--- config.mk ---
export PLATFORM = sky130hd
export DESIGN_NAME = cooperative_transport_sim_step
export DESIGN_NICKNAME = d
export VERILOG_FILES = /design/src/rtl/core/cts_pkg.sv /design/src/rtl/core/cooperative_transport_sim_step.sv /design/src/rtl/core/cts_mul.sv
export SDC_FILE = /design/constraint.sdc
export NUM_CORES = 2
export LEC_CHECK = 0
export ABC_CLOCK_PERIOD_IN_PS = 28700
export BUFFER_PORTS_ARGS = -buffer_cell sky130_fd_sc_hd__buf_2
export CAP_MARGIN = 40
export CORE_UTILIZATION = 35
export CTS_CLUSTER_SIZE = 10
export DETAILED_ROUTE_END_ITERATION = 8
export PLACE_DENSITY_LB_ADDON = 0.08
export SETUP_SLACK_MARGIN = 0.05
export SYNTH_ARGS = -nofsm -noshare
export SYNTH_HDL_FRONTEND = slang
export SYNTH_SLANG_ARGS = --single-unit
--- constraint.sdc ---
create_clock -name clock -period 28.7 [get_ports clock]
set_input_delay 4.305 -clock clock [delete_from_list [all_inputs] [get_ports clock]]
set_output_delay 4.305 -clock clock [all_outputs]
set_load 0.02 [all_outputs]
--- src/rtl/core/cts_pkg.sv ---
`timescale 1ns / 1ps

package cts_pkg;

   localparam int WORD_BITS     = 48;
   localparam int FRACTION_BITS = 24;
   localparam int OUT_BITS      = 48;
   localparam int COUNT_BITS    = 32;
   localparam int GAIN_BITS     = 47;
   localparam int CSR_IDX_BITS  = 3;

   localparam int DIGIT_BITS = 4;
   localparam int DIGITS     = WORD_BITS / DIGIT_BITS;
   localparam int DCNT_BITS  = $clog2(DIGITS);
   localparam int PROD_BITS  = 2 * WORD_BITS;
   localparam int QUOT_BITS  = PROD_BITS - FRACTION_BITS;
   localparam int ACC_BITS   = WORD_BITS + DIGIT_BITS;

   localparam int ADDR_BITS = 6;
   localparam int MEM_AW    = 5;
   localparam int MEM_DEPTH = 22;
   localparam int NUM_STATE = 16;
   localparam int PC_BITS   = 7;
   localparam int PROG_LEN  = 83;
   localparam logic [PC_BITS-1:0] PC_LAST = PC_BITS'(PROG_LEN - 1);

   typedef logic signed [WORD_BITS-1:0] word_type;
   typedef logic [ADDR_BITS-1:0] addr_type;

   localparam word_type WMAX = {1'b0, {(WORD_BITS-1){1'b1}}};
   localparam word_type WMIN = {1'b1, {(WORD_BITS-1){1'b0}}};

   // fixed-point constants
   localparam word_type C_ST     = WORD_BITS'(64'd1678);
   localparam word_type C_KO     = WORD_BITS'(64'd16777216000);
   localparam word_type C_DO     = WORD_BITS'(64'd16777216);
   localparam word_type C_INVMO  = WORD_BITS'(64'd33554432);
   localparam word_type C_L      = WORD_BITS'(64'd1677722);
   localparam word_type C_RW     = WORD_BITS'(64'd503316);
   localparam word_type C_INVRW  = WORD_BITS'(64'd559240533);
   localparam word_type C_HALFRW = WORD_BITS'(64'd251658);
   localparam word_type C_TWORW  = WORD_BITS'(64'd1118481067);
   localparam word_type C_JN     = WORD_BITS'(64'd1677722);
   localparam word_type C_INVJN  = WORD_BITS'(64'd167772160);
   localparam word_type C_POS0   = WORD_BITS'(64'd2516582);

   localparam word_type RST_TPOS = WORD_BITS'(64'd33554432);
   localparam word_type RST_FCMD = WORD_BITS'(64'd83886080);
   localparam word_type RST_GAIN = WORD_BITS'(64'd167772160);
   localparam word_type RST_WC   = WORD_BITS'(64'd8388608000);

   // register indexes
   localparam logic [CSR_IDX_BITS-1:0] REG_TPOS = 3'd0;
   localparam logic [CSR_IDX_BITS-1:0] REG_TVEL = 3'd1;
   localparam logic [CSR_IDX_BITS-1:0] REG_FCMD = 3'd2;
   localparam logic [CSR_IDX_BITS-1:0] REG_KP   = 3'd3;
   localparam logic [CSR_IDX_BITS-1:0] REG_KV   = 3'd4;
   localparam logic [CSR_IDX_BITS-1:0] REG_KF   = 3'd5;
   localparam logic [CSR_IDX_BITS-1:0] REG_WC   = 3'd6;

   // register file entries
   localparam addr_type A_PPOS   = 6'd0;
   localparam addr_type A_PVEL   = 6'd1;
   localparam addr_type A_PRATE  = 6'd2;
   localparam addr_type A_PINTEG = 6'd3;
   localparam addr_type A_PTORQ  = 6'd4;
   localparam addr_type A_QPOS   = 6'd5;
   localparam addr_type A_QVEL   = 6'd6;
   localparam addr_type A_QRATE  = 6'd7;
   localparam addr_type A_QINTEG = 6'd8;
   localparam addr_type A_QTORQ  = 6'd9;
   localparam addr_type A_LPOS   = 6'd10;
   localparam addr_type A_LVEL   = 6'd11;
   localparam addr_type A_FPUSH  = 6'd12;
   localparam addr_type A_FPULL  = 6'd13;
   localparam addr_type A_EPUSH  = 6'd14;
   localparam addr_type A_EPULL  = 6'd15;
   localparam addr_type A_T0     = 6'd16;
   localparam addr_type A_T1     = 6'd17;
   localparam addr_type A_T2     = 6'd18;
   localparam addr_type A_T3     = 6'd19;
   localparam addr_type A_T4     = 6'd20;
   localparam addr_type A_T5     = 6'd21;

   // constant and config operands
   localparam addr_type A_ZERO   = 6'd32;
   localparam addr_type A_ST     = 6'd33;
   localparam addr_type A_KO     = 6'd34;
   localparam addr_type A_DO     = 6'd35;
   localparam addr_type A_INVMO  = 6'd36;
   localparam addr_type A_L      = 6'd37;
   localparam addr_type A_RW     = 6'd38;
   localparam addr_type A_INVRW  = 6'd39;
   localparam addr_type A_HALFRW = 6'd40;
   localparam addr_type A_TWORW  = 6'd41;
   localparam addr_type A_JN     = 6'd42;
   localparam addr_type A_INVJN  = 6'd43;
   localparam addr_type A_TPOS   = 6'd48;
   localparam addr_type A_TVEL   = 6'd49;
   localparam addr_type A_FCMD   = 6'd50;
   localparam addr_type A_KP     = 6'd51;
   localparam addr_type A_KV     = 6'd52;
   localparam addr_type A_KF     = 6'd53;
   localparam addr_type A_WC     = 6'd54;

   typedef enum logic [2:0] {
      OP_ADD,
      OP_SUB,
      OP_MUL,
      OP_GE,
      OP_SELZ
   } op_type;

   typedef struct packed {
      op_type   op;
      addr_type dst;
      addr_type a;
      addr_type b;
   } uop_type;

   typedef enum logic [2:0] {
      S_INIT,
      S_IDLE,
      S_FETCH,
      S_EXEC,
      S_MWAIT,
      S_DONE
   } state_type;

   typedef enum logic [1:0] {
      M_IDLE,
      M_STEP,
      M_ROUND,
      M_SAT
   } mul_state_type;

   typedef struct packed {
      logic busy;
      logic done;
   } mul_stat_type;

   function automatic uop_type mk(op_type op, addr_type d, addr_type a, addr_type b);
      uop_type u;
      u.op  = op;
      u.dst = d;
      u.a   = a;
      u.b   = b;
      return u;
   endfunction

   function automatic word_type init_value(logic [MEM_AW-1:0] idx);
      word_type v;
      v = '0;
      if (ADDR_BITS'(idx) == A_PPOS) v = -C_POS0;
      if (ADDR_BITS'(idx) == A_QPOS) v = C_POS0;
      return v;
   endfunction

   function automatic uop_type uop_at(logic [PC_BITS-1:0] pc);
      uop_type u;
      case (pc)
         // contact forces
         7'd0:  u = mk(OP_SUB,  A_T0,    A_LPOS,   A_L);
         7'd1:  u = mk(OP_ADD,  A_T1,    A_LPOS,   A_L);
         7'd2:  u = mk(OP_SUB,  A_T2,    A_PPOS,   A_T0);
         7'd3:  u = mk(OP_MUL,  A_T2,    A_KO,     A_T2);
         7'd4:  u = mk(OP_SUB,  A_T3,    A_PVEL,   A_LVEL);
         7'd5:  u = mk(OP_MUL,  A_T3,    A_DO,     A_T3);
         7'd6:  u = mk(OP_ADD,  A_T2,    A_T2,     A_T3);
         7'd7:  u = mk(OP_GE,   A_ZERO,  A_PPOS,   A_T0);
         7'd8:  u = mk(OP_SELZ, A_FPUSH, A_T2,     A_ZERO);
         7'd9:  u = mk(OP_SUB,  A_T2,    A_QPOS,   A_T1);
         7'd10: u = mk(OP_MUL,  A_T2,    A_KO,     A_T2);
         7'd11: u = mk(OP_SUB,  A_T3,    A_QVEL,   A_LVEL);
         7'd12: u = mk(OP_MUL,  A_T3,    A_DO,     A_T3);
         7'd13: u = mk(OP_ADD,  A_T2,    A_T2,     A_T3);
         7'd14: u = mk(OP_GE,   A_ZERO,  A_T1,     A_QPOS);
         7'd15: u = mk(OP_SELZ, A_FPULL, A_T2,     A_ZERO);
         // pd terms
         7'd16: u = mk(OP_SUB,  A_T0,    A_TPOS,   A_L);
         7'd17: u = mk(OP_SUB,  A_T0,    A_T0,     A_PPOS);
         7'd18: u = mk(OP_MUL,  A_T0,    A_KP,     A_T0);
         7'd19: u = mk(OP_SUB,  A_T1,    A_TVEL,   A_PVEL);
         7'd20: u = mk(OP_MUL,  A_T1,    A_KV,     A_T1);
         7'd21: u = mk(OP_ADD,  A_T0,    A_T0,     A_T1);
         7'd22: u = mk(OP_ADD,  A_T1,    A_TPOS,   A_L);
         7'd23: u = mk(OP_SUB,  A_T1,    A_T1,     A_QPOS);
         7'd24: u = mk(OP_MUL,  A_T1,    A_KP,     A_T1);
         7'd25: u = mk(OP_SUB,  A_T2,    A_TVEL,   A_QVEL);
         7'd26: u = mk(OP_MUL,  A_T2,    A_KV,     A_T2);
         7'd27: u = mk(OP_ADD,  A_T1,    A_T1,     A_T2);
         7'd28: u = mk(OP_SUB,  A_T2,    A_FCMD,   A_FPUSH);
         7'd29: u = mk(OP_MUL,  A_T2,    A_KF,     A_T2);
         7'd30: u = mk(OP_MUL,  A_T2,    A_T2,     A_INVMO);
         7'd31: u = mk(OP_ADD,  A_T0,    A_T2,     A_T0);
         // pusher drive
         7'd32: u = mk(OP_MUL,  A_T2,    A_T0,     A_INVRW);
         7'd33: u = mk(OP_MUL,  A_T2,    A_JN,     A_T2);
         7'd34: u = mk(OP_ADD,  A_T2,    A_T2,     A_PTORQ);
         7'd35: u = mk(OP_MUL,  A_T3,    A_FPUSH,  A_HALFRW);
         7'd36: u = mk(OP_SUB,  A_T3,    A_T2,     A_T3);
         7'd37: u = mk(OP_MUL,  A_T3,    A_T3,     A_INVJN);
         7'd38: u = mk(OP_MUL,  A_T4,    A_T3,     A_ST);
         7'd39: u = mk(OP_ADD,  A_PRATE, A_PRATE,  A_T4);
         7'd40: u = mk(OP_MUL,  A_T4,    A_RW,     A_T3);
         7'd41: u = mk(OP_MUL,  A_T4,    A_T4,     A_ST);
         7'd42: u = mk(OP_ADD,  A_PVEL,  A_PVEL,   A_T4);
         7'd43: u = mk(OP_MUL,  A_T4,    A_PVEL,   A_ST);
         7'd44: u = mk(OP_ADD,  A_PPOS,  A_PPOS,   A_T4);
         7'd45: u = mk(OP_MUL,  A_T4,    A_PRATE,  A_JN);
         7'd46: u = mk(OP_MUL,  A_T4,    A_T4,     A_WC);
         7'd47: u = mk(OP_SUB,  A_PTORQ, A_PINTEG, A_T4);
         7'd48: u = mk(OP_ADD,  A_T5,    A_T2,     A_T4);
         7'd49: u = mk(OP_SUB,  A_T5,    A_T5,     A_PINTEG);
         7'd50: u = mk(OP_MUL,  A_T5,    A_T5,     A_WC);
         7'd51: u = mk(OP_MUL,  A_T5,    A_T5,     A_ST);
         7'd52: u = mk(OP_ADD,  A_PINTEG, A_PINTEG, A_T5);
         // puller drive
         7'd53: u = mk(OP_MUL,  A_T2,    A_T1,     A_INVRW);
         7'd54: u = mk(OP_MUL,  A_T2,    A_JN,     A_T2);
         7'd55: u = mk(OP_ADD,  A_T2,    A_T2,     A_QTORQ);
         7'd56: u = mk(OP_MUL,  A_T3,    A_FPULL,  A_HALFRW);
         7'd57: u = mk(OP_SUB,  A_T3,    A_T2,     A_T3);
         7'd58: u = mk(OP_MUL,  A_T3,    A_T3,     A_INVJN);
         7'd59: u = mk(OP_MUL,  A_T4,    A_T3,     A_ST);
         7'd60: u = mk(OP_ADD,  A_QRATE, A_QRATE,  A_T4);
         7'd61: u = mk(OP_MUL,  A_T4,    A_RW,     A_T3);
         7'd62: u = mk(OP_MUL,  A_T4,    A_T4,     A_ST);
         7'd63: u = mk(OP_ADD,  A_QVEL,  A_QVEL,   A_T4);
         7'd64: u = mk(OP_MUL,  A_T4,    A_QVEL,   A_ST);
         7'd65: u = mk(OP_ADD,  A_QPOS,  A_QPOS,   A_T4);
         7'd66: u = mk(OP_MUL,  A_T4,    A_QRATE,  A_JN);
         7'd67: u = mk(OP_MUL,  A_T4,    A_T4,     A_WC);
         7'd68: u = mk(OP_SUB,  A_QTORQ, A_QINTEG, A_T4);
         7'd69: u = mk(OP_ADD,  A_T5,    A_T2,     A_T4);
         7'd70: u = mk(OP_SUB,  A_T5,    A_T5,     A_QINTEG);
         7'd71: u = mk(OP_MUL,  A_T5,    A_T5,     A_WC);
         7'd72: u = mk(OP_MUL,  A_T5,    A_T5,     A_ST);
         7'd73: u = mk(OP_ADD,  A_QINTEG, A_QINTEG, A_T5);
         // object and estimates
         7'd74: u = mk(OP_ADD,  A_T0,    A_FPUSH,  A_FPULL);
         7'd75: u = mk(OP_MUL,  A_T0,    A_T0,     A_INVMO);
         7'd76: u = mk(OP_MUL,  A_T0,    A_T0,     A_ST);
         7'd77: u = mk(OP_ADD,  A_LVEL,  A_LVEL,   A_T0);
         7'd78: u = mk(OP_MUL,  A_T0,    A_LVEL,   A_ST);
         7'd79: u = mk(OP_ADD,  A_LPOS,  A_LPOS,   A_T0);
         7'd80: u = mk(OP_MUL,  A_EPUSH, A_PTORQ,  A_TWORW);
         7'd81: u = mk(OP_MUL,  A_EPULL, A_QTORQ,  A_TWORW);
         7'd82: u = mk(OP_ADD,  A_T0,    A_ZERO,   A_ZERO);
         default: u = mk(OP_ADD, A_T0, A_ZERO, A_ZERO);
      endcase
      return u;
   endfunction

endpackage

--- src/rtl/core/cooperative_transport_sim_step.sv ---
`timescale 1ns / 1ps
// channel  direction  handshake            payload
// req      in         req_valid/req_stall  req_advance
// rsp      out        rsp_valid/rsp_stall  positions, forces, estimates, elapsed_steps
// csr      in         csr_valid/csr_ready  csr_index, csr_data
//
// an advancing item runs an 83-op microprogram on one shared 4-bit-digit multiplier;
// each multiply fetches, executes and waits while the multiplier steps, rounds and saturates
// an item with advance low goes from idle straight to done and runs no microprogram
// after reset an init pass loads the first 16 state-file entries; req_stall is high meanwhile
// a result waits in the output register under rsp_stall while the next item is taken

module cooperative_transport_sim_step (
   input  logic                                clock,
   input  logic                                reset,
   input  logic                                req_valid,
   output logic                                req_stall,
   input  logic                                req_advance,
   output logic                                rsp_valid,
   input  logic                                rsp_stall,
   output logic signed [cts_pkg::OUT_BITS-1:0] rsp_push_position,
   output logic signed [cts_pkg::OUT_BITS-1:0] rsp_pull_position,
   output logic signed [cts_pkg::OUT_BITS-1:0] rsp_object_position,
   output logic signed [cts_pkg::OUT_BITS-1:0] rsp_push_contact_force,
   output logic signed [cts_pkg::OUT_BITS-1:0] rsp_pull_contact_force,
   output logic signed [cts_pkg::OUT_BITS-1:0] rsp_push_reaction_estimate,
   output logic signed [cts_pkg::OUT_BITS-1:0] rsp_pull_reaction_estimate,
   output logic        [cts_pkg::COUNT_BITS-1:0] rsp_elapsed_steps,
   input  logic                                csr_valid,
   output logic                                csr_ready,
   input  logic [cts_pkg::CSR_IDX_BITS-1:0]    csr_index,
   input  logic [cts_pkg::OUT_BITS-1:0]        csr_data
);

   cts_pkg::state_type state_ff, state_in;

   logic [cts_pkg::PC_BITS-1:0]    pc_ff, pc_in;
   logic [cts_pkg::MEM_AW-1:0]     init_ff, init_in;
   logic                           flag_ff, flag_in;
   logic [cts_pkg::COUNT_BITS-1:0] step_ff, step_in;
   cts_pkg::word_type              a_ff, b_ff;

   cts_pkg::word_type tpos_ff, tvel_ff, fcmd_ff, kp_ff, kv_ff, kf_ff, wc_ff;

   cts_pkg::word_type sh_ppos_ff, sh_qpos_ff, sh_lpos_ff;
   cts_pkg::word_type sh_fpush_ff, sh_fpull_ff, sh_epush_ff, sh_epull_ff;

   logic                           rsp_valid_ff;
   cts_pkg::word_type              rsp_ppos_ff, rsp_qpos_ff, rsp_lpos_ff;
   cts_pkg::word_type              rsp_fpush_ff, rsp_fpull_ff, rsp_epush_ff, rsp_epull_ff;
   logic [cts_pkg::COUNT_BITS-1:0] rsp_step_ff;

   cts_pkg::word_type mem [cts_pkg::MEM_DEPTH];

   cts_pkg::uop_type      uop;
   logic                  wr_en;
   cts_pkg::addr_type     wr_addr;
   cts_pkg::word_type     wr_data;
   cts_pkg::word_type     alu_res;
   cts_pkg::word_type     src_a, src_b;
   logic                  mul_start;
   logic                  load_rsp;
   logic                  req_take;
   cts_pkg::mul_stat_type mul_stat;
   cts_pkg::word_type     mul_res;
   logic signed [cts_pkg::WORD_BITS:0] sum_w, dif_w;

   function automatic cts_pkg::word_type sat_w(logic signed [cts_pkg::WORD_BITS:0] v);
      cts_pkg::word_type r;
      if (v[cts_pkg::WORD_BITS] != v[cts_pkg::WORD_BITS-1]) begin
         r = v[cts_pkg::WORD_BITS] ? cts_pkg::WMIN : cts_pkg::WMAX;
      end else begin
         r = v[cts_pkg::WORD_BITS-1:0];
      end
      return r;
   endfunction

   function automatic cts_pkg::word_type operand(
      cts_pkg::addr_type ad,
      cts_pkg::word_type tp, cts_pkg::word_type tv, cts_pkg::word_type fc,
      cts_pkg::word_type gp, cts_pkg::word_type gv, cts_pkg::word_type gf,
      cts_pkg::word_type wc);
      cts_pkg::word_type r;
      case (ad)
         cts_pkg::A_ST:     r = cts_pkg::C_ST;
         cts_pkg::A_KO:     r = cts_pkg::C_KO;
         cts_pkg::A_DO:     r = cts_pkg::C_DO;
         cts_pkg::A_INVMO:  r = cts_pkg::C_INVMO;
         cts_pkg::A_L:      r = cts_pkg::C_L;
         cts_pkg::A_RW:     r = cts_pkg::C_RW;
         cts_pkg::A_INVRW:  r = cts_pkg::C_INVRW;
         cts_pkg::A_HALFRW: r = cts_pkg::C_HALFRW;
         cts_pkg::A_TWORW:  r = cts_pkg::C_TWORW;
         cts_pkg::A_JN:     r = cts_pkg::C_JN;
         cts_pkg::A_INVJN:  r = cts_pkg::C_INVJN;
         cts_pkg::A_TPOS:   r = tp;
         cts_pkg::A_TVEL:   r = tv;
         cts_pkg::A_FCMD:   r = fc;
         cts_pkg::A_KP:     r = gp;
         cts_pkg::A_KV:     r = gv;
         cts_pkg::A_KF:     r = gf;
         cts_pkg::A_WC:     r = wc;
         default:           r = '0;
      endcase
      return r;
   endfunction

   cts_mul u_mul (
      .clock  (clock),
      .reset  (reset),
      .start  (mul_start),
      .a      (a_ff),
      .b      (b_ff),
      .stat   (mul_stat),
      .result (mul_res)
   );

   assign uop       = cts_pkg::uop_at(pc_ff);
   assign req_stall = (state_ff != cts_pkg::S_IDLE);
   assign req_take  = req_valid && !req_stall;
   assign csr_ready = 1'b1;

   always_comb begin
      src_a = operand(uop.a, tpos_ff, tvel_ff, fcmd_ff, kp_ff, kv_ff, kf_ff, wc_ff);
      src_b = operand(uop.b, tpos_ff, tvel_ff, fcmd_ff, kp_ff, kv_ff, kf_ff, wc_ff);
      sum_w = {a_ff[cts_pkg::WORD_BITS-1], a_ff} + {b_ff[cts_pkg::WORD_BITS-1], b_ff};
      dif_w = {a_ff[cts_pkg::WORD_BITS-1], a_ff} - {b_ff[cts_pkg::WORD_BITS-1], b_ff};
      case (uop.op)
         cts_pkg::OP_ADD:  alu_res = sat_w(sum_w);
         cts_pkg::OP_SUB:  alu_res = sat_w(dif_w);
         cts_pkg::OP_SELZ: alu_res = flag_ff ? a_ff : '0;
         default:          alu_res = '0;
      endcase
   end

   always_ff @(posedge clock) begin
      if (reset) begin
         state_ff     <= cts_pkg::S_INIT;
         pc_ff        <= '0;
         init_ff      <= '0;
         flag_ff      <= 1'b0;
         step_ff      <= '0;
         rsp_valid_ff <= 1'b0;
      end else begin
         state_ff <= state_in;
         pc_ff    <= pc_in;
         init_ff  <= init_in;
         flag_ff  <= flag_in;
         step_ff  <= step_in;
         if (load_rsp) begin
            rsp_valid_ff <= 1'b1;
         end else if (!rsp_stall) begin
            rsp_valid_ff <= 1'b0;
         end
      end
   end

   always_ff @(posedge clock) begin
      if (reset) begin
         tpos_ff <= cts_pkg::RST_TPOS;
         tvel_ff <= '0;
         fcmd_ff <= cts_pkg::RST_FCMD;
         kp_ff   <= cts_pkg::RST_GAIN;
         kv_ff   <= cts_pkg::RST_GAIN;
         kf_ff   <= cts_pkg::RST_GAIN;
         wc_ff   <= cts_pkg::RST_WC;
      end else if (csr_valid && csr_ready) begin
         case (csr_index)
            cts_pkg::REG_TPOS: tpos_ff <= csr_data;
            cts_pkg::REG_TVEL: tvel_ff <= csr_data;
            cts_pkg::REG_FCMD: fcmd_ff <= csr_data;
            cts_pkg::REG_KP:   kp_ff   <= {1'b0, csr_data[cts_pkg::GAIN_BITS-1:0]};
            cts_pkg::REG_KV:   kv_ff   <= {1'b0, csr_data[cts_pkg::GAIN_BITS-1:0]};
            cts_pkg::REG_KF:   kf_ff   <= {1'b0, csr_data[cts_pkg::GAIN_BITS-1:0]};
            cts_pkg::REG_WC:   wc_ff   <= {1'b0, csr_data[cts_pkg::GAIN_BITS-1:0]};
            default: ;
         endcase
      end
   end

   // state file and operand fetch
   always_ff @(posedge clock) begin
      if (wr_en) begin
         mem[wr_addr[cts_pkg::MEM_AW-1:0]] <= wr_data;
      end
      if (state_ff == cts_pkg::S_FETCH) begin
         a_ff <= uop.a[cts_pkg::ADDR_BITS-1] ? src_a : mem[uop.a[cts_pkg::MEM_AW-1:0]];
         b_ff <= uop.b[cts_pkg::ADDR_BITS-1] ? src_b : mem[uop.b[cts_pkg::MEM_AW-1:0]];
      end
   end

   // copies of the reported entries
   always_ff @(posedge clock) begin
      if (wr_en) begin
         case (wr_addr)
            cts_pkg::A_PPOS:  sh_ppos_ff  <= wr_data;
            cts_pkg::A_QPOS:  sh_qpos_ff  <= wr_data;
            cts_pkg::A_LPOS:  sh_lpos_ff  <= wr_data;
            cts_pkg::A_FPUSH: sh_fpush_ff <= wr_data;
            cts_pkg::A_FPULL: sh_fpull_ff <= wr_data;
            cts_pkg::A_EPUSH: sh_epush_ff <= wr_data;
            cts_pkg::A_EPULL: sh_epull_ff <= wr_data;
            default: ;
         endcase
      end
   end

   always_ff @(posedge clock) begin
      if (load_rsp) begin
         rsp_ppos_ff  <= sh_ppos_ff;
         rsp_qpos_ff  <= sh_qpos_ff;
         rsp_lpos_ff  <= sh_lpos_ff;
         rsp_fpush_ff <= sh_fpush_ff;
         rsp_fpull_ff <= sh_fpull_ff;
         rsp_epush_ff <= sh_epush_ff;
         rsp_epull_ff <= sh_epull_ff;
         rsp_step_ff  <= step_ff;
      end
   end

   always_comb begin
      state_in  = state_ff;
      pc_in     = pc_ff;
      init_in   = init_ff;
      flag_in   = flag_ff;
      step_in   = step_ff;
      wr_en     = 1'b0;
      wr_addr   = uop.dst;
      wr_data   = alu_res;
      mul_start = 1'b0;
      load_rsp  = 1'b0;
      case (state_ff)
         cts_pkg::S_INIT: begin
            wr_en   = 1'b1;
            wr_addr = cts_pkg::ADDR_BITS'(init_ff);
            wr_data = cts_pkg::init_value(init_ff);
            init_in = init_ff + 1'b1;
            if (init_ff == cts_pkg::MEM_AW'(cts_pkg::NUM_STATE - 1)) begin
               state_in = cts_pkg::S_IDLE;
            end
         end
         cts_pkg::S_IDLE: begin
            if (req_take) begin
               if (req_advance) begin
                  step_in  = step_ff + 1'b1;
                  pc_in    = '0;
                  state_in = cts_pkg::S_FETCH;
               end else begin
                  state_in = cts_pkg::S_DONE;
               end
            end
         end
         cts_pkg::S_FETCH: begin
            state_in = cts_pkg::S_EXEC;
         end
         cts_pkg::S_EXEC: begin
            if (uop.op == cts_pkg::OP_MUL) begin
               mul_start = 1'b1;
               state_in  = cts_pkg::S_MWAIT;
            end else begin
               if (uop.op == cts_pkg::OP_GE) begin
                  flag_in = ($signed(a_ff) >= $signed(b_ff));
               end else begin
                  wr_en = 1'b1;
               end
               if (pc_ff == cts_pkg::PC_LAST) begin
                  state_in = cts_pkg::S_DONE;
               end else begin
                  pc_in    = pc_ff + 1'b1;
                  state_in = cts_pkg::S_FETCH;
               end
            end
         end
         cts_pkg::S_MWAIT: begin
            if (mul_stat.done) begin
               wr_en   = 1'b1;
               wr_data = mul_res;
               if (pc_ff == cts_pkg::PC_LAST) begin
                  state_in = cts_pkg::S_DONE;
               end else begin
                  pc_in    = pc_ff + 1'b1;
                  state_in = cts_pkg::S_FETCH;
               end
            end
         end
         cts_pkg::S_DONE: begin
            if (!rsp_valid_ff || !rsp_stall) begin
               load_rsp = 1'b1;
               state_in = cts_pkg::S_IDLE;
            end
         end
         default: begin
            state_in = cts_pkg::S_IDLE;
         end
      endcase
   end

   assign rsp_valid                  = rsp_valid_ff;
   assign rsp_push_position          = rsp_ppos_ff;
   assign rsp_pull_position          = rsp_qpos_ff;
   assign rsp_object_position        = rsp_lpos_ff;
   assign rsp_push_contact_force     = rsp_fpush_ff;
   assign rsp_pull_contact_force     = rsp_fpull_ff;
   assign rsp_push_reaction_estimate = rsp_epush_ff;
   assign rsp_pull_reaction_estimate = rsp_epull_ff;
   assign rsp_elapsed_steps          = rsp_step_ff;

   a_mul_done_in_wait: assert property (@(posedge clock) disable iff (reset)
      mul_stat.done |-> state_ff == cts_pkg::S_MWAIT)
      else $error("multiplier finished outside wait state");

   a_mul_idle_on_start: assert property (@(posedge clock) disable iff (reset)
      mul_start |-> !mul_stat.busy && !mul_stat.done)
      else $error("multiplier started while busy");

   a_step_only_on_item: assert property (@(posedge clock) disable iff (reset)
      !req_take |=> $stable(step_ff))
      else $error("step count changed without an item");

endmodule

--- src/rtl/core/cts_mul.sv ---
`timescale 1ns / 1ps

module cts_mul (
   input  logic                 clock,
   input  logic                 reset,
   input  logic                 start,
   input  cts_pkg::word_type    a,
   input  cts_pkg::word_type    b,
   output cts_pkg::mul_stat_type stat,
   output cts_pkg::word_type    result
);

   cts_pkg::mul_state_type state_ff, state_in;

   logic [cts_pkg::PROD_BITS-1:0]  p_ff, p_in;
   logic [cts_pkg::WORD_BITS-1:0]  ua_ff, ua_in;
   logic                           neg_ff, neg_in;
   logic [cts_pkg::DCNT_BITS-1:0]  cnt_ff, cnt_in;
   logic [cts_pkg::QUOT_BITS-1:0]  q_ff, q_in;

   logic [cts_pkg::WORD_BITS-1:0]  mag_a, mag_b;
   logic [cts_pkg::DIGIT_BITS-1:0] dig;
   logic [cts_pkg::ACC_BITS-1:0]   acc;
   logic [cts_pkg::PROD_BITS-1:0]  rnd;
   logic [cts_pkg::QUOT_BITS-1:0]  lim;
   logic [cts_pkg::WORD_BITS-1:0]  qlo;

   always_ff @(posedge clock) begin
      if (reset) begin
         state_ff <= cts_pkg::M_IDLE;
      end else begin
         state_ff <= state_in;
      end
   end

   always_ff @(posedge clock) begin
      p_ff   <= p_in;
      ua_ff  <= ua_in;
      neg_ff <= neg_in;
      cnt_ff <= cnt_in;
      q_ff   <= q_in;
   end

   always_comb begin
      mag_a = a[cts_pkg::WORD_BITS-1] ? cts_pkg::WORD_BITS'(-a) : a;
      mag_b = b[cts_pkg::WORD_BITS-1] ? cts_pkg::WORD_BITS'(-b) : b;
      dig   = p_ff[cts_pkg::DIGIT_BITS-1:0];
      acc   = cts_pkg::ACC_BITS'(p_ff[cts_pkg::PROD_BITS-1:cts_pkg::WORD_BITS]);
      for (int i = 0; i < cts_pkg::DIGIT_BITS; i++) begin
         if (dig[i]) begin
            acc = acc + (cts_pkg::ACC_BITS'(ua_ff) << i);
         end
      end
      rnd = p_ff + (cts_pkg::PROD_BITS'(1) << (cts_pkg::FRACTION_BITS - 1));
      lim = cts_pkg::QUOT_BITS'(cts_pkg::WMAX) + cts_pkg::QUOT_BITS'(neg_ff);
      qlo = q_ff[cts_pkg::WORD_BITS-1:0];
      if (q_ff > lim) begin
         result = neg_ff ? cts_pkg::WMIN : cts_pkg::WMAX;
      end else begin
         result = neg_ff ? -qlo : qlo;
      end
   end

   always_comb begin
      state_in = state_ff;
      p_in     = p_ff;
      ua_in    = ua_ff;
      neg_in   = neg_ff;
      cnt_in   = cnt_ff;
      q_in     = q_ff;
      stat     = '0;
      case (state_ff)
         cts_pkg::M_IDLE: begin
            if (start) begin
               p_in     = {{cts_pkg::WORD_BITS{1'b0}}, mag_b};
               ua_in    = mag_a;
               neg_in   = a[cts_pkg::WORD_BITS-1] ^ b[cts_pkg::WORD_BITS-1];
               cnt_in   = '0;
               state_in = cts_pkg::M_STEP;
            end
         end
         cts_pkg::M_STEP: begin
            stat.busy = 1'b1;
            p_in = {acc, p_ff[cts_pkg::WORD_BITS-1:cts_pkg::DIGIT_BITS]};
            cnt_in = cnt_ff + 1'b1;
            if (cnt_ff == cts_pkg::DCNT_BITS'(cts_pkg::DIGITS - 1)) begin
               state_in = cts_pkg::M_ROUND;
            end
         end
         cts_pkg::M_ROUND: begin
            stat.busy = 1'b1;
            q_in = rnd[cts_pkg::PROD_BITS-1:cts_pkg::FRACTION_BITS];
            state_in = cts_pkg::M_SAT;
         end
         cts_pkg::M_SAT: begin
            stat.done = 1'b1;
            state_in  = cts_pkg::M_IDLE;
         end
         default: begin
            state_in = cts_pkg::M_IDLE;
         end
      endcase
   end

endmodule
==> flow_results.org <==
** Run status
- The run finished with clean final reports.

** Routing
- Dividing the detail-routed wire length by the instance count gives 32.03 um.
- Via count normalized by instance count :: around 6
- 1st-iter DRT viols :: 9859
- After detailed routing, the number of remaining DRC violations is 0.
- Number of antenna-violating nets in the routed design :: 0
- 1st-pass router iterations :: 7
- Via Count :: around 94000
- After detailed routing, the total wire length is between 400000 and 500000 um.

** Global route
- The total overflow left after global routing is 0.
- Entering global routing, the biggest net connects between 200 and 250 pins.
- The initial antenna violation count was 63.
- For this run, the total global-route usage over all layers was measured as 0.2671.
- Vias in the first global route :: 92560
- Global-route wire length before repair :: roughly 700000 um

** Worst setup path
- Critical path's largest stage delay :: between 700 and 800 ps
- Required time of the critical path :: slightly below 30000 ps
- Number of buffer and inverter stages on the critical path :: 2
- Among all stages on the critical path, the largest delay is contributed by o21bai_1.
- Largest driver fanout on the critical path :: 7
- At the worst endpoint, the arrival time is roughly 12000 ps.
- Dominant cell type by count on the critical path :: o21ai_0
- Start-to-end type of the worst setup path :: flip-flop to flip-flop
- Startpoint Class :: flip-flop
- Cell family with most CP delay :: compound AO/OA/AOI/OAI gates
- STA classifies the critical path endpoint as a flip-flop.

** Synth
- Synthesis produced a netlist whose cell count is ~10000.
- Cell types with the largest area share after synthesis :: edfxtp_1 49%, mux4_2 10%, dfxtp_1 6.4%
- Post-synthesis net count :: 10650
- The synthesized design contains between 2000 and 2500 enable-type register cells.
- In this run, distinct cell masters in the synthesized netlist total 109.
- For this run, the number of Yosys warnings is 0.
- The synthesized design contains between 2000 and 2500 register bits.
- Cell type with the highest aggregate area in the netlist :: edfxtp_1
- Asr flop ratio synth :: 0
- Of the post-synthesis cell area, the dominant cell type holds 0.4923.
- Mean instance size in the synthesized netlist :: between 10 and 15 um^2
- Ys flop type :: edfxtp_1
- Most numerous cell in the Yosys netlist :: edfxtp_1
- By count the netlist is led by 2077 x edfxtp_1, 1157 x nand2_1, 912 x a21oi_1.
- For this run, the register share of the synthesized area comes to 0.5562.
- The synthesized netlist occupies a cell area of 126700 um^2.

** Clock tree
- Buffers added to address setup during post-CTS repair amount to 0.
- CTS Buf Count :: a little over 300
- No sink is reached through more buffers than the 4 on the longest clock path.
- Clock-pin slew was measured on the worst setup and hold paths at approximately 60 ps.
- Hold-fix buffers at CTS :: 0
- The tree is rooted in a clkbuf_16.
- Post-CTS repair changed the size of 0 cells.
- Clock latency at the later pin of the worst-skew pair :: 940 ps
- The H-tree generated during clock tree synthesis spans 5 levels.
- TritonCTS built the clock tree.
- Clk sinks :: between 2000 and 2500

** Place
- Cell area after placement :: 136100 um^2
- Once detailed placement completed, the half-perimeter wirelength came to around 340000 um.
- Port Buffer Count :: 426
- Routability-driven placement finished with a final weighted congestion of just over 0.9.

** Job
- The tool flagged a number of max-cap violations equal to 0.

** Cells and area
- Post-layout utilization of the core :: 0.4037
- Proportion of layout cells with a drive suffix above 1 :: 0.1798
- The finished cells cover between 100000 and 150000 um^2.
- Compared with the post-synthesis result, the final layout area differs by 14.64%.
- At the end of the flow, the number of nets in the layout was ~11000.
- Max reg flops :: 1056

** Timing
- Transition at the pin with the smallest max-transition slack :: 1445 ps
- Tightest slew margin relative to the limit :: 0.03666
- For the final routed database, the setup TNS stands at 0 ps.
- Based on the critical path, the design can be clocked at up to between 80 and 90 MHz.
- Setup repair after global routing left no endpoint under its margin.
- Hold violation total from the final report :: 0
- Period utilization :: 0.4003
- The max-slew violation count came to 0.
- Across the routed clock network, the largest skew measured is between 60 and 70 ps.
- Time the final worst path needs with I/O delays and setup :: roughly 11000 ps
- Final setup violation count :: 0

** Die
- The core region is between 300000 and 400000 um^2.
- Die X :: between 600 and 700 um
- Vertical die dimension :: ~600 um
- Effective utilization at floorplan :: 0.3521
- Die outline area :: between 300000 and 400000 um^2
- Count of boundary I/O pins :: 428
- Row count :: 220

** Min path
- Type of the most critical hold path :: flip-flop to flip-flop

** Power and ir drop
- The analysis attributes to cell leakage a power of 49.44 nW.
- The design draws 8.355 mW.
- Worst-case vdd ir drop :: around 0.00005 V
- Power Dens Cells :: between 50 and 60 nW/um^2
==> layer usage <==
layer  vias to the layer above  GRT usage  wire length, um
li1                      40440          -                -
met1                     48280     0.3541           206500
met2                      3983     0.4425           238900
met3                       850    0.04351            35410
met4                         8    0.09320            18850
met5                         -          0               57
==> worst paths after layout <==
path	from	to	slack, ps	cells past startpoint
min reg2reg	sh_lpos_ff[12]$_DFFE_PP_	rsp_object_position[12]$_DFFE_PP_	400	0
max reg2reg	u_mul.ua_ff[1]$_DFFE_PP_	u_mul.p_ff[94]$_SDFFCE_PN0P_	17210	41
min	sh_lpos_ff[12]$_DFFE_PP_	rsp_object_position[12]$_DFFE_PP_	400	0
max	u_mul.ua_ff[1]$_DFFE_PP_	u_mul.p_ff[94]$_SDFFCE_PN0P_	17210	41
==> cells in the final DEF, fill, tap and decap left out, types with 41 or more instances in the layout <==
| master | instances |
|---|---|
| edfxtp_1 | 2077 |
| nand2_1 | 1153 |
| a21oi_1 | 911 |
| mux4_2 | 576 |
| nor2_1 | 544 |
| o21ai_0 | 449 |
| buf_2 | 432 |
| dfxtp_1 | 394 |
| ha_1 | 370 |
| xnor2_1 | 322 |
| clkbuf_16 | 311 |
| buf_4 | 270 |
| inv_1 | 198 |
| nand3_1 | 173 |
| a21o_1 | 166 |
| a211oi_1 | 163 |
| mux2i_1 | 153 |
| nor3_1 | 137 |
| a22oi_1 | 137 |
| xor2_1 | 113 |
| a221oi_1 | 113 |
| o211ai_1 | 91 |
| nand4_1 | 87 |
| clkbuf_1 | 83 |
| o2111ai_1 | 76 |
| mux2_2 | 74 |
| and3_1 | 71 |
| o31ai_1 | 62 |
| a22o_1 | 62 |
| a31oi_1 | 59 |
| o21bai_1 | 58 |
| nor2b_1 | 50 |
| nand2b_1 | 48 |
| a211o_1 | 44 |
| diode_2 | 41 |
| o21a_1 | 41 |
| nor2_4 | 41 |
==> report_power, final <==
part	leakage (nW)	internal [mW]	switching (mW)
logic	22.9	0.211	0.494
clock network	4.35	2.04	1.53
registers	22.2	4.04	0.0391
total	49.4	6.29	2.06
==> cell type report <==
cell class / instances / area (um^2)
multi-input cells: 6876 / 53640
well taps: 4773 / 5972
inverters: 207 / 782.0
repair buffers: 747 / 5253
clock buffers: 404 / 8232
fillers: 33800 / 214500
flip-flops and latches: 2481 / 70490
clock inverters: 70 / 752.0
diodes: 41 / 102.6
==> through the flow <==
stage | std cells | hold WS, ps | worst slack [ps]
after floorplan | 10210 | 400.3 | 5548
after global placement | 15010 | 400.5 | 16960
after detailed placement | 15080 | 404.5 | 17170
after CTS | 15550 | 401.5 | 17130
after global routing | 15580 | 405.5 | 16280
final | 15600 | 397.7 | 17210
==> kinds of logic after synthesis <==
group,after synthesis,synth area share
compound gates,2696,0.1383
xor+xnor,436,0.03014
fa+ha+maj,379,0.03777
buf+inv,854,0.02555
flops,2481,0.5562
mux,804,0.1211
other cells,1,0.00002960
simple gates,2560,0.09089
Power figures use the tool's default switching activity.
